<file path="src/rtl/nacd_pkg.sv">
// Shared types, constants and helper functions for the nixie digit former.
`default_nettype none

package nacd_pkg;

  // Tube count and length of the anti-poisoning digit order
  localparam int NumTubes    = 6;
  localparam int OrderLength = 10;

  // Configuration register indexes
  localparam logic CfgTwelveHour = 1'b0;
  localparam logic CfgCycleDelay = 1'b1;

  // Reset value of the cycle delay in milliseconds
  localparam logic [15:0] CycleDelayReset = 16'd150;

  typedef logic [3:0] digit_t;
  typedef digit_t [NumTubes-1:0] tube_digits_t;
  typedef logic [NumTubes-1:0] tube_mask_t;

  // Fixed anti-poisoning order
  localparam digit_t DigitOrder [10] = '{
    4'd1, 4'd0, 4'd2, 4'd9, 4'd8, 4'd3, 4'd4, 4'd7, 4'd6, 4'd5
  };

  // Tens of a 6-bit value (0..63), by compare chain
  function automatic logic [2:0] dec_tens(input logic [5:0] v);
    logic [2:0] t;
    if (v >= 6'd60)      t = 3'd6;
    else if (v >= 6'd50) t = 3'd5;
    else if (v >= 6'd40) t = 3'd4;
    else if (v >= 6'd30) t = 3'd3;
    else if (v >= 6'd20) t = 3'd2;
    else if (v >= 6'd10) t = 3'd1;
    else                 t = 3'd0;
    return t;
  endfunction

  // Units of a 6-bit value: v - 10 * tens
  function automatic digit_t dec_units(input logic [5:0] v);
    logic [2:0] t;
    logic [5:0] tx10;
    logic [5:0] u;
    t    = dec_tens(v);
    tx10 = {t, 3'b000} - {3'b000, t} - {3'b000, t} + {2'b00, t, 1'b0} + {2'b00, t, 1'b0};
    u    = v - tx10;
    return u[3:0];
  endfunction

  // Entry of the digit order; positions past the end read the last entry
  function automatic digit_t order_entry(input logic [3:0] pos);
    logic [3:0] p;
    if (pos >= 4'(OrderLength)) p = 4'(OrderLength - 1);
    else                        p = pos;
    return DigitOrder[p];
  endfunction

endpackage

`default_nettype wire

</file>
<file path="src/rtl/nacd_digits.sv">
// Splits the time of day into six tube digits, in 12- or 24-hour form.
`default_nettype none

module nacd_digits (
  input  wire logic                  twelve_hour,
  input  wire logic [4:0]            hours,
  input  wire logic [5:0]            minutes,
  input  wire logic [5:0]            seconds,
  output nacd_pkg::tube_digits_t     digits
);

  logic [4:0] hours_adj;

  // 12-hour form: hours above 12 lose 12, hour 0 shows 12
  always_comb begin
    hours_adj = hours;
    if (twelve_hour) begin
      if (hours > 5'd12) hours_adj = hours - 5'd12;
      if (hours_adj == 5'd0) hours_adj = 5'd12;
    end
  end

  // Tens first: hours, minutes, seconds
  always_comb begin
    digits    = '0;
    digits[0] = {1'b0, nacd_pkg::dec_tens({1'b0, hours_adj})};
    digits[1] = nacd_pkg::dec_units({1'b0, hours_adj});
    digits[2] = {1'b0, nacd_pkg::dec_tens(minutes)};
    digits[3] = nacd_pkg::dec_units(minutes);
    digits[4] = {1'b0, nacd_pkg::dec_tens(seconds)};
    digits[5] = nacd_pkg::dec_units(seconds);
  end

endmodule

`default_nettype wire

</file>
<file path="src/rtl/nixie_antipoison_clock_digits_core.sv">
// Nixie clock digit former with cathode anti-poisoning cycle (top level).
//
// Input stream: one beat per display refresh carrying hours, minutes,
// seconds and a free-running millisecond timestamp. Output stream: one
// beat per input beat with six tube digits, the separator dots and a
// flag that is high while an anti-poisoning cycle runs.
// Configuration: cfg_we writes cfg_data to register cfg_index (0: 12-hour
// mode, 1: cycle delay in ms); write only while no beat is in flight.
// Data path: an accepted beat is captured in the input register, passes
// through the digit and cycle logic and is registered in the output
// register before it appears on out_*. Throughput: one beat per cycle
// while out_tready allows; the input register, the digit and cycle logic,
// and the output register form a single-pass pipeline, and the cycle state
// updates in the same cycle so the next beat sees it.
// Stall: when out_tready is low the result holds in the output register
// and the input register holds one more beat; in_tready then drops.
// Reset (rst_n low, synchronous): both stages empty, no cycle running,
// 24-hour mode, cycle delay 150 ms.
`default_nettype none

module nixie_antipoison_clock_digits_core (
  input  wire logic        clk,
  input  wire logic        rst_n,
  // Configuration write port
  input  wire logic        cfg_we,
  input  wire logic        cfg_index,
  input  wire logic [15:0] cfg_data,
  // Input stream
  input  wire logic        in_tvalid,
  output logic             in_tready,
  input  wire logic [55:0] in_tdata,   // hours[4:0], minutes[10:5], seconds[16:11],
                                       // now_ms[48:17], zero pad [55:49]
  // Output stream
  output logic             out_tvalid,
  input  wire logic        out_tready,
  output logic [31:0]      out_tdata   // tube_digit_0..5 [23:0] (4 bits each),
                                       // dots_on[24], cycling[25], zero pad [31:26]
);

  localparam int NumTubes = nacd_pkg::NumTubes;

  // Configuration registers
  logic        twelve_r;
  logic [15:0] delay_r;

  // Input stage
  logic        in_valid_r;
  logic [4:0]  hours_r;
  logic [5:0]  minutes_r;
  logic [5:0]  seconds_r;
  logic [31:0] now_r;

  // Cycle state
  logic                 active_r, active_nxt;
  logic                 phase_r, phase_nxt;
  logic [3:0]           pos_r, pos_nxt;
  logic [31:0]          last_r, last_nxt;
  nacd_pkg::tube_mask_t settled_r, settled_nxt;

  // Output stage
  logic        out_valid_r;
  logic [31:0] out_data_r, out_data_nxt;

  logic                  advance;
  nacd_pkg::tube_digits_t digits;
  nacd_pkg::tube_digits_t shown;

  assign advance   = in_valid_r && (!out_valid_r || out_tready);
  assign in_tready = !in_valid_r || advance;

  // Configuration writes
  always_ff @(posedge clk) begin
    if (!rst_n) begin
      twelve_r <= 1'b0;
      delay_r  <= nacd_pkg::CycleDelayReset;
    end else if (cfg_we) begin
      case (cfg_index)
        nacd_pkg::CfgTwelveHour: twelve_r <= cfg_data[0];
        nacd_pkg::CfgCycleDelay: delay_r  <= cfg_data;
        default: ;
      endcase
    end
  end

  // Input register
  always_ff @(posedge clk) begin
    if (!rst_n) begin
      in_valid_r <= 1'b0;
    end else if (in_tready) begin
      in_valid_r <= in_tvalid;
    end
  end

  always_ff @(posedge clk) begin
    if (in_tvalid && in_tready) begin
      hours_r   <= in_tdata[4:0];
      minutes_r <= in_tdata[10:5];
      seconds_r <= in_tdata[16:11];
      now_r     <= in_tdata[48:17];
    end
  end

  nacd_digits u_digits (
    .twelve_hour (twelve_r),
    .hours       (hours_r),
    .minutes     (minutes_r),
    .seconds     (seconds_r),
    .digits      (digits)
  );

  // Cycle start, step timing and per-tube settling
  always_comb begin
    logic                 start;
    logic                 act0;
    logic                 phase0;
    logic [3:0]           pos0;
    logic [31:0]          last0;
    nacd_pkg::tube_mask_t settled0;
    logic [31:0]          elapsed;
    logic                 due;
    nacd_pkg::digit_t     entry;

    start    = !active_r && (seconds_r == 6'd0);
    act0     = active_r || start;
    phase0   = start ? 1'b0 : phase_r;
    pos0     = start ? 4'd0 : pos_r;
    last0    = start ? now_r : last_r;
    settled0 = start ? '0 : settled_r;

    elapsed  = now_r - last0;
    due      = elapsed > {16'd0, delay_r};

    active_nxt  = act0;
    phase_nxt   = phase0;
    pos_nxt     = pos0;
    last_nxt    = last0;
    settled_nxt = settled0;
    shown       = digits;
    entry       = nacd_pkg::order_entry(pos0);

    if (act0) begin
      if (!phase0) begin
        // Phase one: whole display shows the current entry
        for (int i = 0; i < NumTubes; i++) shown[i] = entry;
        if (due) begin
          last_nxt = now_r;
          pos_nxt  = pos0 + 4'd1;
          if (pos_nxt >= 4'(nacd_pkg::OrderLength - 1)) phase_nxt = 1'b1;
        end
      end else begin
        // Phase two: walk back, tubes stop on their own digit
        if (due) begin
          last_nxt = now_r;
          if (pos0 != 4'd0) pos_nxt = pos0 - 4'd1;
          if (pos_nxt == 4'd0) active_nxt = 1'b0;
        end
        entry = nacd_pkg::order_entry(pos_nxt);
        for (int i = 0; i < NumTubes; i++) begin
          if (!settled0[i]) begin
            if (digits[i] == entry) settled_nxt[i] = 1'b1;
            else                    shown[i]       = entry;
          end
        end
      end
    end

    out_data_nxt        = '0;
    out_data_nxt[23:0]  = shown;
    out_data_nxt[24]    = seconds_r[0];
    out_data_nxt[25]    = active_nxt;
  end

  // Cycle state update, once per processed beat
  always_ff @(posedge clk) begin
    if (!rst_n) begin
      active_r  <= 1'b0;
      phase_r   <= 1'b0;
      pos_r     <= 4'd0;
      last_r    <= 32'd0;
      settled_r <= '0;
    end else if (advance) begin
      active_r  <= active_nxt;
      phase_r   <= phase_nxt;
      pos_r     <= pos_nxt;
      last_r    <= last_nxt;
      settled_r <= settled_nxt;
    end
  end

  // Output register
  always_ff @(posedge clk) begin
    if (!rst_n) begin
      out_valid_r <= 1'b0;
    end else if (advance) begin
      out_valid_r <= 1'b1;
    end else if (out_tready) begin
      out_valid_r <= 1'b0;
    end
  end

  always_ff @(posedge clk) begin
    if (advance) out_data_r <= out_data_nxt;
  end

  assign out_tvalid = out_valid_r;
  assign out_tdata  = out_data_r;

  // Position never leaves the digit order
  assert property (@(posedge clk) disable iff (!rst_n)
    pos_r <= 4'(nacd_pkg::OrderLength - 1))
    else $error("order position past end of order");

  // Tubes only settle during the walk back
  assert property (@(posedge clk) disable iff (!rst_n)
    (settled_r != '0) |-> phase_r)
    else $error("settled tubes outside phase two");

  // A beat with seconds zero and no cycle running starts a cycle
  assert property (@(posedge clk) disable iff (!rst_n)
    (advance && !active_r && seconds_r == 6'd0) |=> (active_r && out_tdata[25]))
    else $error("cycle did not start on seconds zero");

  // Every processed beat leaves a result waiting
  assert property (@(posedge clk) disable iff (!rst_n)
    advance |=> out_valid_r)
    else $error("processed beat lost");

endmodule

`default_nettype wire
</file>
<file path="config.mk">
export PLATFORM = sky130hd
export DESIGN_NAME = nixie_antipoison_clock_digits_core
export DESIGN_NICKNAME = d
export VERILOG_FILES = /design/src/rtl/nacd_pkg.sv /design/src/rtl/nacd_digits.sv /design/src/rtl/nixie_antipoison_clock_digits_core.sv
export SDC_FILE = /design/constraint.sdc
export NUM_CORES = 1
export LEC_CHECK = 0
export ABC_AREA = 0
export BUFFER_PORTS_ARGS = -buffer_cell sky130_fd_sc_hd__buf_2
export CORE_MARGIN = 2
export CORE_UTILIZATION = 60
export CTS_CLUSTER_DIAMETER = 40
export DETAILED_ROUTE_END_ITERATION = 6
export PLACE_DENSITY = 0.81
export SETUP_SLACK_MARGIN = 0.05
export SYNTH_ARGS = -nofsm -noshare
export SYNTH_HDL_FRONTEND = slang
export SYNTH_SLANG_ARGS = --single-unit
</file>
<file path="constraint.sdc">
create_clock -name clk -period 10.6 [get_ports clk]
set_input_delay 2.12 -clock clk [delete_from_list [all_inputs] [get_ports clk]]
set_output_delay 2.12 -clock clk [all_outputs]
set_load 0.02 [all_outputs]
</file>
== Word level (Yosys, flattened, before mapping) ==
Memory sizes are Yosys's and may differ from the RTL's.
Cells that the tools add are included.

* Output and inout bits: 34
* Memories kept: 2
* ROM bits: 128
* Word-level logic and storage cells: 170
* Register bits after elaboration: 138

* Bitwise logic cells: 3
* Reductions and logical operators: 16
* Eq/ne operators: 6
* Muxes and demuxes: 84
* Order comparisons: 25
* Add/sub/neg operators: 19

{| class="wikitable"
|+ Memories
! name !! depth !! width !! rd ports !! clocked after Yosys merged registers in !! write ports !! RTL line !! source
|-
| (name not given) || 16 || 4 || 1 || 0 || 0 || nacd_pkg.sv:55 || <nowiki>return DigitOrder[p];</nowiki>
|-
| (name not given) || 16 || 4 || 1 || 0 || 0 || nacd_pkg.sv:55 ||
|}

{| class="wikitable"
|+ Operator list
! cell !! number
|-
| $mux W4 || 31
|-
| $mux W32 || 3
|-
| $mux W24 || 2
|-
| $mux W3 || 15
|-
| $ge A6 B6 Y1 const B || 6
|-
| $gt A32 B16 Y1 || 1
|-
| $sub A32 B32 Y32 || 1
|-
| $mux W1 || 26
|-
| $add A4 B4 Y4 || 6
|-
| $ge A6 B5 Y1 const B || 4
|-
| $sub A4 B3 Y4 || 6
|-
| $ge A5 B5 Y1 const B || 4
|-
| $mux W5 || 4
|-
| $ge A5 B6 Y1 const B || 3
|-
| $mux W6 || 3
|-
| $eq A3 B4 Y1 || 3
|-
| $eq A4 B4 Y1 || 3
|-
| $ge A4 B4 Y1 const B || 3
|-
| $ge A6 B4 Y1 const B || 2
|-
| $sub A4 B4 Y4 || 3
|-
| $not A4 Y5 || 2
|-
| $logic_not A6 Y1 || 1
|-
| $ge A5 B4 Y1 const B || 1
|-
| $gt A5 B4 Y1 const B || 1
|-
| other kinds (12) || 19
|}

== Longest topological paths before layout ==
Gate-level depths: netlist of run 1.

* Depth in word-level cells: 24
* Mapped depth: 41
* Gate-level depth less buffers: 33

== Cells and area by module ==
From an unflattened synthesis of run 1, not the netlist that was laid out.

* Cells, all modules: 1218
* Area total of the unflattened synthesis: 10311.1 sq um

{| class="wikitable"
|+ By module, submodules not included
! module !! cells each !! area each (sq um) !! instances
|-
| nixie_antipoison_clock_digits_core || 1107 || 9547.9 || 1
|-
| nacd_digits || 111 || 763.2 || 1
|}

== Worst setup path after synthesis of run 1 ==
No wires, ideal clock.

* Path type: register -> register
* Start point: register seconds_r[3]
* End point: register settled_r[2]
* Stages on the path, launching flop included: 39
* Slack: 2.579 ns
* Path buffers: 10
* Arrival time: 7.920 ns
* Clock period less this slack: 8.021 ns
* Cell sequence: edfxtp_1 > buf_6 > or4_4 > buf_6 > nor2_1 > buf_4 > buf_4 > clkbuf_1 > clkbuf_1 > clkbuf_1 > mux2i_1 > ha_1 > clkbuf_1 > and2_1 > nand2_1 > a311o_1 > a21oi_1 > nor2_1 > [... 3 more ...] > nor3_1 > nand4_1 > o31ai_1 > nand4_1 > nor4_1 > o2111ai_1 > or4_1 > buf_2 > nand3_2 > and2_2 > nand2_1 > ha_1 > mux2i_1 > a22oi_1 > and3_1 > buf_4 > nand2b_1 > o41ai_1

* Longest elaborated chain between the ends: 24
* Elaborated cells between the ends (all ways): 31
* Classes of those cells: add/sub (2); order compare (2); eq/ne (1); mux (20); bitwise (1); reduce/logical (4); memory (1)

{| class="wikitable"
|+ RTL lines
! element !! RTL line !! source
|-
| from (decl) || nixie_antipoison_clock_digits_core.sv:50 || <nowiki>logic [5:0] seconds_r;</nowiki>
|-
| from (signal assigned) || nixie_antipoison_clock_digits_core.sv:98 || <nowiki>seconds_r <= in_tdata[16:11];</nowiki>
|-
| $logic_not A6 Y1 (*) || nixie_antipoison_clock_digits_core.sv:123 || <nowiki>start = !active_r && (seconds_r == 6'd0);</nowiki>
|-
| $logic_and A1 B1 Y1 (*) || nixie_antipoison_clock_digits_core.sv:123 ||
|-
| parallel branches: the longest is 21 deep, another holds $sub A32 B32 Y32 || - ||
|-
| $mux W6 (*) || nixie_antipoison_clock_digits_core.sv:141 || <nowiki>if (act0) begin</nowiki>
|-
| to (signal assigned) || nixie_antipoison_clock_digits_core.sv:186 || <nowiki>settled_r <= settled_nxt;</nowiki>
|-
| to (decl) || nixie_antipoison_clock_digits_core.sv:58 || <nowiki>nacd_pkg::tube_mask_t settled_r, settled_nxt;</nowiki>
|}

Every way passes the cells marked *. The select of a mux whose other input is x is not followed.
A chain may end at the register's enable or synchronous reset.

== Worst setup path in the final report of run 1 ==
* Start point: register seconds_r[3]
* End point: register settled_r[4]

* Longest elaborated chain between the ends: 24
* Elaborated cells between the ends (all ways): 43
* Classes of those cells: add/sub (2); order compare (8); eq/ne (1); mux (26); bitwise (1); reduce/logical (4); memory (1)

{| class="wikitable"
|+ RTL lines
! element !! RTL line
|-
| parallel branches: the longest is 23 deep, another holds $sub A32 B32 Y32 || -
|-
| $mux W6 (*) || nixie_antipoison_clock_digits_core.sv:141
|}

Marks and branches as above.

==> flow_metrics.py, run 1 <==
metrics = {
    "worst_setup_path": {
        "r2r_cells": 30,
        "reg2reg_to": "settled_r[4]$_SDFFE_PN0P_",
        "cp_data_required_time_ps": 10890,
        "worstPathMaxFanout": 54,
        "cp-end-kind": "flip-flop",
        "path_class": "reg2reg",
        "slowest_stage": "or4_4",
        "slowest_delay_ps": 670,
        "r2r_start": "seconds_r[3]$_DFFE_PP_",
        "startpoint_type": "flip-flop",
        "r2r_slack_ps": 1750,
        "worst-endpoint-arrival_ps": 9140,
    },
    "timing": {
        "fin_setup_tns_ps": 0,
        "finalCriticalPeriod_ps": 8850,
        "fin_crit_sh_pct": 83.5,
        "hold_violations": 0,
        "slew_headroom_pct": 30.0,
        "worst_pin_slew_ps": 1050,
        "setup_ws_ps": 1750,
        "report.final.slew_viol_count": 0,
        "rsz0062_at_grt": "false",
        "max_freq_ghz": 0.113,
        "setup_violations": 0,
        "clock_skew_ps": 6.72,
    },
    "detailed_routing": {
        "vias": 9308,
        "wl_per_cell_um": 17.3,
        "drt-vias-per-instance": 6.22,
        "routed_wl_mm": 25.8,
        "detail-route-antenna-nets": 0,
        "dr.pass1.iters": 5,
        "drc": 0,
        "drt_iter0_drc": 857,
    },
    "power": {
        "p_per_area_mw_per_mm2": 130,
        "vdd_drop_max_v": 0.000110,
        "p_leak_nw": 4.31,
    },
    "place": {
        "io_buffers": 98,
        "pre_cts_slack_ps": 2000,
        "dpl.hpwl_mm": 18.6,
        "routabilityCongestion": 0.957,
    },
    "finish": {
        "drive_above_1_share_pct": 13.8,
        "antennaDiodeCount": 0,
        "nets": 1395,
        "area_growth_pct": 10.8,
        "fillerInstances": 1403,
    },
    "synthesis": {
        "async_reset_ff_share_pct": 0,
        "synth_xor_area_share_pct": 4.72,
        "ys.flop_type": "edfxtp_1",
        "syn_inst": 1199,
        "synthMuxAreaShare_pct": 5.80,
        "syn_area_mm2": 0.0104,
        "ys_ff_latch": 138,
        "synth_fa_ha_area_share_pct": 7.61,
        "avgSynthCellArea_um2": 8.67,
        "synthSimpleGateAreaFrac_pct": 19.9,
        "synth-edff-count": 75,
        "synth_top_family_by_area": "compound AO/OA/AOI/OAI gates",
        "synthDistinctLibCells": 89,
        "ys_warn_count": 0,
        "synth-compound-area-share_pct": 22.7,
        "ys_seq_area_share_pct": 33.8,
    },
    "clock_tree": {
        "postCtsHoldBufs": 0,
        "clock_latency_ps": 430,
        "clock_path_buffers": 2,
        "cts_buffers": 17,
        "post_cts_resized": 0,
        "htree_levels": 4,
        "clk_pin_slew_ps": 60,
        "post_cts_buffers": 0,
        "cts_tree": "done",
        "clockRootBuffer": "clkbuf_16",
        "clock_sinks": 138,
    },
    "worst_hold_path": {
        "hold_end": "delay_r[10]$_SDFFE_PN0P_",
        "hold_path_class": "reg2reg",
        "hold_path_startpoint": "delay_r[10]$_SDFFE_PN0P_",
        "min_path_cells": 2,
    },
    "floorplanning": {
        "dieArea_mm2": 0.0184,
        "die_y_um": 136,
        "start_util_pct": 60.7,
        "core_area_mm2": 0.0171,
        "num_rows": 48,
        "io_pins": 112,
        "die_x_um": 136,
    },
    "flow_run": {
        "cap_violations": 0,
    },
    "grt": {
        "track_usage_pct": 28.4,
        "grt_max_degree": 60,
        "antenna_found_initial": 0,
        "grt_pass1_vias": 8748,
        "grt_overflow": 0,
        "grt_pass1_wl_mm": 41.8,
    },
    "outcome": {
        "outcome": "completed",
    },
}
-- per-stage QoR --
step	area (um2)	std cells	utilization [%]	hold slack, ps	power (mW)
after global routing	11500	1496	67.3	487	1.56
final	11500	1496	67.3	466	1.50
after floorplan	10400	1204	-	443	0.838
after CTS	11500	1496	67.3	470	1.50
after detailed placement	10900	1464	63.9	461	0.914
after global placement	10900	1464	63.9	457	0.904
-- registers in the layout, summed over array words and instances (netlist names) --
register	cells
phase_r	1
active_r	1
hours_r	5
minutes_r	6
seconds_r	6
in_valid_r	1
out_tdata	26
delay_r	16
pos_r	4
last_r	32
out_tvalid	1
settled_r	6
twelve_r	1
now_r	32
-- worst max path at each step --
stage | from | to | slack (ps) | depth (start not counted)
6_report | seconds_r[3]$_DFFE_PP_ | settled_r[4]$_SDFFE_PN0P_ | 1750 | 30
5_1_grt | seconds_r[3]$_DFFE_PP_ | settled_r[4]$_SDFFE_PN0P_ | 1280 | 30
4_1_cts | seconds_r[3]$_DFFE_PP_ | settled_r[2]$_SDFFE_PN0P_ | 1960 | 30
3_5_place_dp | seconds_r[3]$_DFFE_PP_ | settled_r[2]$_SDFFE_PN0P_ | 2000 | 30
3_3_place_gp | seconds_r[3]$_DFFE_PP_ | settled_r[2]$_SDFFE_PN0P_ | 2120 | 29
2_1_floorplan | seconds_r[3]$_DFFE_PP_ | settled_r[2]$_SDFFE_PN0P_ | 2580 | 38
-- synthesized netlist by cell type, drive strengths merged, types with 16 or more instances --
library cell | number | area share (%)
nor2b | 57 | 3.4
clkbuf | 52 | 1.9
o21ai | 70 | 3.4
nand2b | 21 | 1.3
xnor2 | 37 | 3.1
inv | 64 | 2.3
buf | 18 | 1.3
a21boi | 19 | 1.4
dfxtp | 63 | 12
ha | 56 | 6.7
xor2 | 19 | 1.6
nand3 | 27 | 1.4
mux2i | 55 | 5.3
edfxtp | 75 | 22
a21o | 21 | 1.5
nor3 | 21 | 1.1
a31oi | 24 | 1.6
nor2 | 75 | 2.7
nand2 | 122 | 4.4
a21oi | 78 | 4.1
o211ai | 16 | 1.2
-- area by class of cell --
| cell class | instances | area [um2] | area share (%) |
|---|---|---|---|
| Clock buffer | 18 | 429 | 3.73 |
| Sequential cell | 138 | 3510 | 30.5 |
| Clock inverter | 14 | 146 | 1.27 |
| Timing Repair Buffer | 105 | 543 | 4.72 |
| Tap cell | 225 | 282 | 2.45 |
| Multi-Input combinational cell | 932 | 6360 | 55.2 |
| Inverter | 64 | 240 | 2.09 |
-- cells by family after synthesis --
logic type	Yosys count
compound gates	342
other cells	1
simple gates	407
fa+ha+maj	62
mux	59
buf+inv	134
xor+xnor	56
flops	138
-- where the power goes --
part | internal (mW) | switching [mW] | leakage [nW]
Combinational | 0.122 | 0.175 | 2.80
Clock | 0.348 | 0.246 | 0.277
Sequential | 0.595 | 0.0168 | 1.24
-- critical path: cells and delay by family, from the launching register on --
family	cells	cell delay, ps
simple gates	13	3200
compound gates	9	2510
fa+ha+maj	3	1010
buf+inv	3	960
flops	1	500
xor+xnor	1	300
mux	1	170
-- metal layers --
layer	global-route usage [%]	vias up	part of all wire, %
met5	0	-	0
met4	13.1	0	3.6
met3	4.19	70	6.1
met2	49.5	412	49
met1	34.7	4330	41
li1	-	4496	-
-- layout by cell type (no fill, tap or decap), types with 11 or more instances in the layout --
master     count
a211oi_1      13
a21boi_0      19
a21o_1        21
a21oi_1       70
a31oi_1       23
and2_1        11
and3_1        11
buf_2         98
clkbuf_16     17
dfxtp_1       63
edfxtp_1      75
ha_1          56
inv_1         64
mux2i_1       55
nand2_1      122
nand2b_1      21
nand3_1       24
nand4_1       12
nor2_1        74
nor2b_1       57
nor3_1        20
o211ai_1      16
o21ai_0       56
o21ai_1       13
xnor2_1       37
xor2_1        19
No activity file was read; power rests on OpenSTA's default activity.
==> run 2, diff against run 1 <==
- ABC_AREA: 0 -> 1
- CORE_UTILIZATION: 60 -> 54
- PLACE_DENSITY: 0.81 -> 0.77
- clock period: 10.6 -> 8 ns (I/O delays scaled with it)
==> flow_metrics.py, run 2 <==
metrics = {
    "finish": {
        "area_growth_pct": 11.7,
        "layout_commonest_cell": "nand2_1",
        "nets": 1636,
        "post-route-util_pct": 61.2,
        "final_cells": 1746,
        "fillerInstances": 1707,
        "antennaDiodeCount": 0,
        "final_cell_mix": "337 x nand2_1, 193 x inv_1, 125 x a21oi_1, 109 x nor2_1, 98 x buf_2",
        "drive_above_1_share_pct": 12.5,
    },
    "worst_setup_path": {
        "worstPathMaxFanout": 39,
        "r2r_cells": 39,
        "startpoint_type": "flip-flop",
        "worst-endpoint-arrival_ps": 6510,
        "reg2reg_to": "out_tdata[1]$_DFFE_PP_",
        "crit_path_frequent_cell": "nand2_1",
        "r2r_slack_ps": 1600,
        "path_class": "reg2reg",
        "cp_data_required_time_ps": 8120,
        "critPathCapture": "out_tdata[1]$_DFFE_PP_",
        "startpoint": "seconds_r[3]$_DFFE_PP_",
        "cp-end-kind": "flip-flop",
        "r2r_start": "seconds_r[3]$_DFFE_PP_",
        "slowest_stage": "edfxtp_1",
        "slowest_delay_ps": 520,
    },
    "grt": {
        "antenna_found_initial": 0,
        "grt_max_degree": 65,
        "grt_pass1_vias": 9028,
        "track_usage_pct": 26.5,
        "grt_pass1_wl_mm": 42.8,
        "grt_overflow": 0,
    },
    "floorplanning": {
        "core_area_mm2": 0.0186,
        "die_y_um": 142,
        "num_rows": 50,
        "start_util_pct": 54.8,
        "io_pins": 112,
        "die_x_um": 142,
        "dieArea_mm2": 0.0200,
    },
    "synthesis": {
        "yosys-top-cells-area": "edfxtp_1 22%, nand2_1 12%, dfxtp_1 12%",
        "synthMuxAreaShare_pct": 2.06,
        "yosysTopAreaCell": "edfxtp_1",
        "synth_most_common_cell": "nand2_1",
        "ys_warn_count": 0,
        "synth-edff-count": 75,
        "synthSimpleGateAreaFrac_pct": 26.0,
        "synth_commonest_cells": "338 x nand2_1, 195 x inv_1, 125 x a21oi_1",
        "synth-compound-area-share_pct": 17.1,
        "synth_top_area_share_pct": 22.1,
        "avgSynthCellArea_um2": 7.21,
        "synthDistinctLibCells": 54,
        "synth_xor_area_share_pct": 2.83,
        "ys.flop_type": "edfxtp_1",
        "synth_top_family_by_area": "simple AND/OR/NAND/NOR gates",
        "syn_inst": 1416,
        "synth_fa_ha_area_share_pct": 7.45,
        "ys_ff_latch": 138,
        "ys_seq_area_share_pct": 34.4,
        "async_reset_ff_share_pct": 0,
        "syn_area_mm2": 0.0102,
    },
    "power": {
        "p_per_area_mw_per_mm2": 195,
        "vdd_drop_max_v": 0.000148,
        "power_frac_comb_pct": 28.9,
        "p_leak_nw": 5.38,
        "swShare_pct": 33.8,
        "clkPwrFrac_pct": 34.2,
        "p_int_mw": 1.47,
        "switchingPower_mw": 0.752,
        "seqPwrFrac_pct": 37.0,
    },
    "clock_tree": {
        "post_cts_resized": 0,
        "clock_path_buffers": 2,
        "post_cts_buffers": 0,
        "htree_levels": 4,
        "clk_pin_slew_ps": 60,
        "clockRootBuffer": "clkbuf_16",
        "postCtsHoldBufs": 0,
        "clock_sinks": 138,
        "cts_tree": "done",
        "clock_latency_ps": 430,
        "cts_buffers": 17,
    },
    "detailed_routing": {
        "dr.pass1.iters": 5,
        "drt_iter0_drc": 862,
        "detail-route-antenna-nets": 0,
        "routed_wl_mm": 26.0,
        "drt-vias-per-instance": 5.50,
        "wl_per_cell_um": 14.9,
        "drc": 0,
        "vias": 9596,
    },
    "timing": {
        "hold_violations": 0,
        "report.final.slew_viol_count": 0,
        "worst_pin_slew_ps": 1120,
        "finalCriticalPeriod_ps": 6400,
        "whs_ps": 464,
        "setup_ws_ps": 1600,
        "rsz0062_at_grt": "false",
        "fin_setup_tns_ps": 0,
        "setup_violations": 0,
        "slew_headroom_pct": 25.5,
        "fin_crit_sh_pct": 79.9,
        "clock_skew_ps": 11.1,
        "max_freq_ghz": 0.156,
    },
    "place": {
        "io_buffers": 98,
        "dpl.cell_count": 1714,
        "pre_cts_slack_ps": 1760,
        "dpl.hpwl_mm": 19.4,
        "routabilityCongestion": 0.978,
    },
    "outcome": {
        "outcome": "completed",
    },
    "flow_run": {
        "cap_violations": 0,
    },
    "worst_hold_path": {
        "hold_path_class": "reg2reg",
    },
}
## run 2: metrics by stage
step | power [mW] | area, um2
4_1_cts | 2.22 | 11400
3_5_place_dp | 1.46 | 10800
5_1_grt | 2.35 | 11400
2_1_floorplan | 1.32 | 10200
3_3_place_gp | 1.45 | 10800
6_report | 2.22 | 11400
## run 2: routing by layer
metal | GRT usage (%) | part of all wire [%]
met4 | 6.37 | 1.6
met1 | 34.3 | 45
met3 | 4.96 | 5.5
met5 | 0 | 0
met2 | 46.0 | 48
## run 2: worst min-delay path by stage
| stage | end | cells past startpoint | slack, ps | start |
|---|---|---|---|---|
| final | last_r[18]$_SDFFE_PN0P_ | 2 | 460 | last_r[18]$_SDFFE_PN0P_ |
| after global routing | last_r[17]$_SDFFE_PN0P_ | 2 | 480 | last_r[17]$_SDFFE_PN0P_ |
| after CTS | last_r[18]$_SDFFE_PN0P_ | 2 | 470 | last_r[18]$_SDFFE_PN0P_ |
| after detailed placement | last_r[18]$_SDFFE_PN0P_ | 2 | 460 | last_r[18]$_SDFFE_PN0P_ |
| after global placement | last_r[31]$_SDFFE_PN0P_ | 2 | 450 | last_r[31]$_SDFFE_PN0P_ |
| after floorplan | delay_r[10]$_SDFFE_PN0P_ | 2 | 440 | delay_r[10]$_SDFFE_PN0P_ |
## run 2: area by class of cell
type                    instances  area (um2)  share of cell area, %
clock buffers                  21         472                   4.14
clock inverters                11        97.6                  0.856
inverters                     212         796                   6.98
multi-input cells            1026        5700                   50.0
flip-flops and latches        138        3510                   30.8
well taps                     234         293                   2.57
repair buffers                104         536                   4.70
## run 2: logic make-up (layout without fill, tap and decap cells)
group           after synthesis  in the layout
flops                       138            138
fa+ha+maj                    59             59
xor+xnor                     33             33
buf+inv                     257            348
compound gates              299            299
simple gates                608            608
other cells                   1              6
mux                          21             21
## run 2: power by group through the flow
stage / clock [mW] / combinational, mW / sequential [mW]
global route: 0.797 / 0.724 / 0.826
CTS: 0.767 / 0.633 / 0.821
detailed placement: 0 / 0.628 / 0.836
finish: 0.759 / 0.641 / 0.821
floorplan: 0 / 0.471 / 0.845
global placement: 0 / 0.614 / 0.835
## run 2: worst max-delay path, delay by kind of cell (launching register included)
family / cells / cell delay, ps
compound gates: 7 / 1070
fa+ha+maj: 3 / 780
simple gates: 21 / 2050
flops: 1 / 520
mux: 1 / 280
buf+inv: 6 / 1100
xor+xnor: 1 / 210
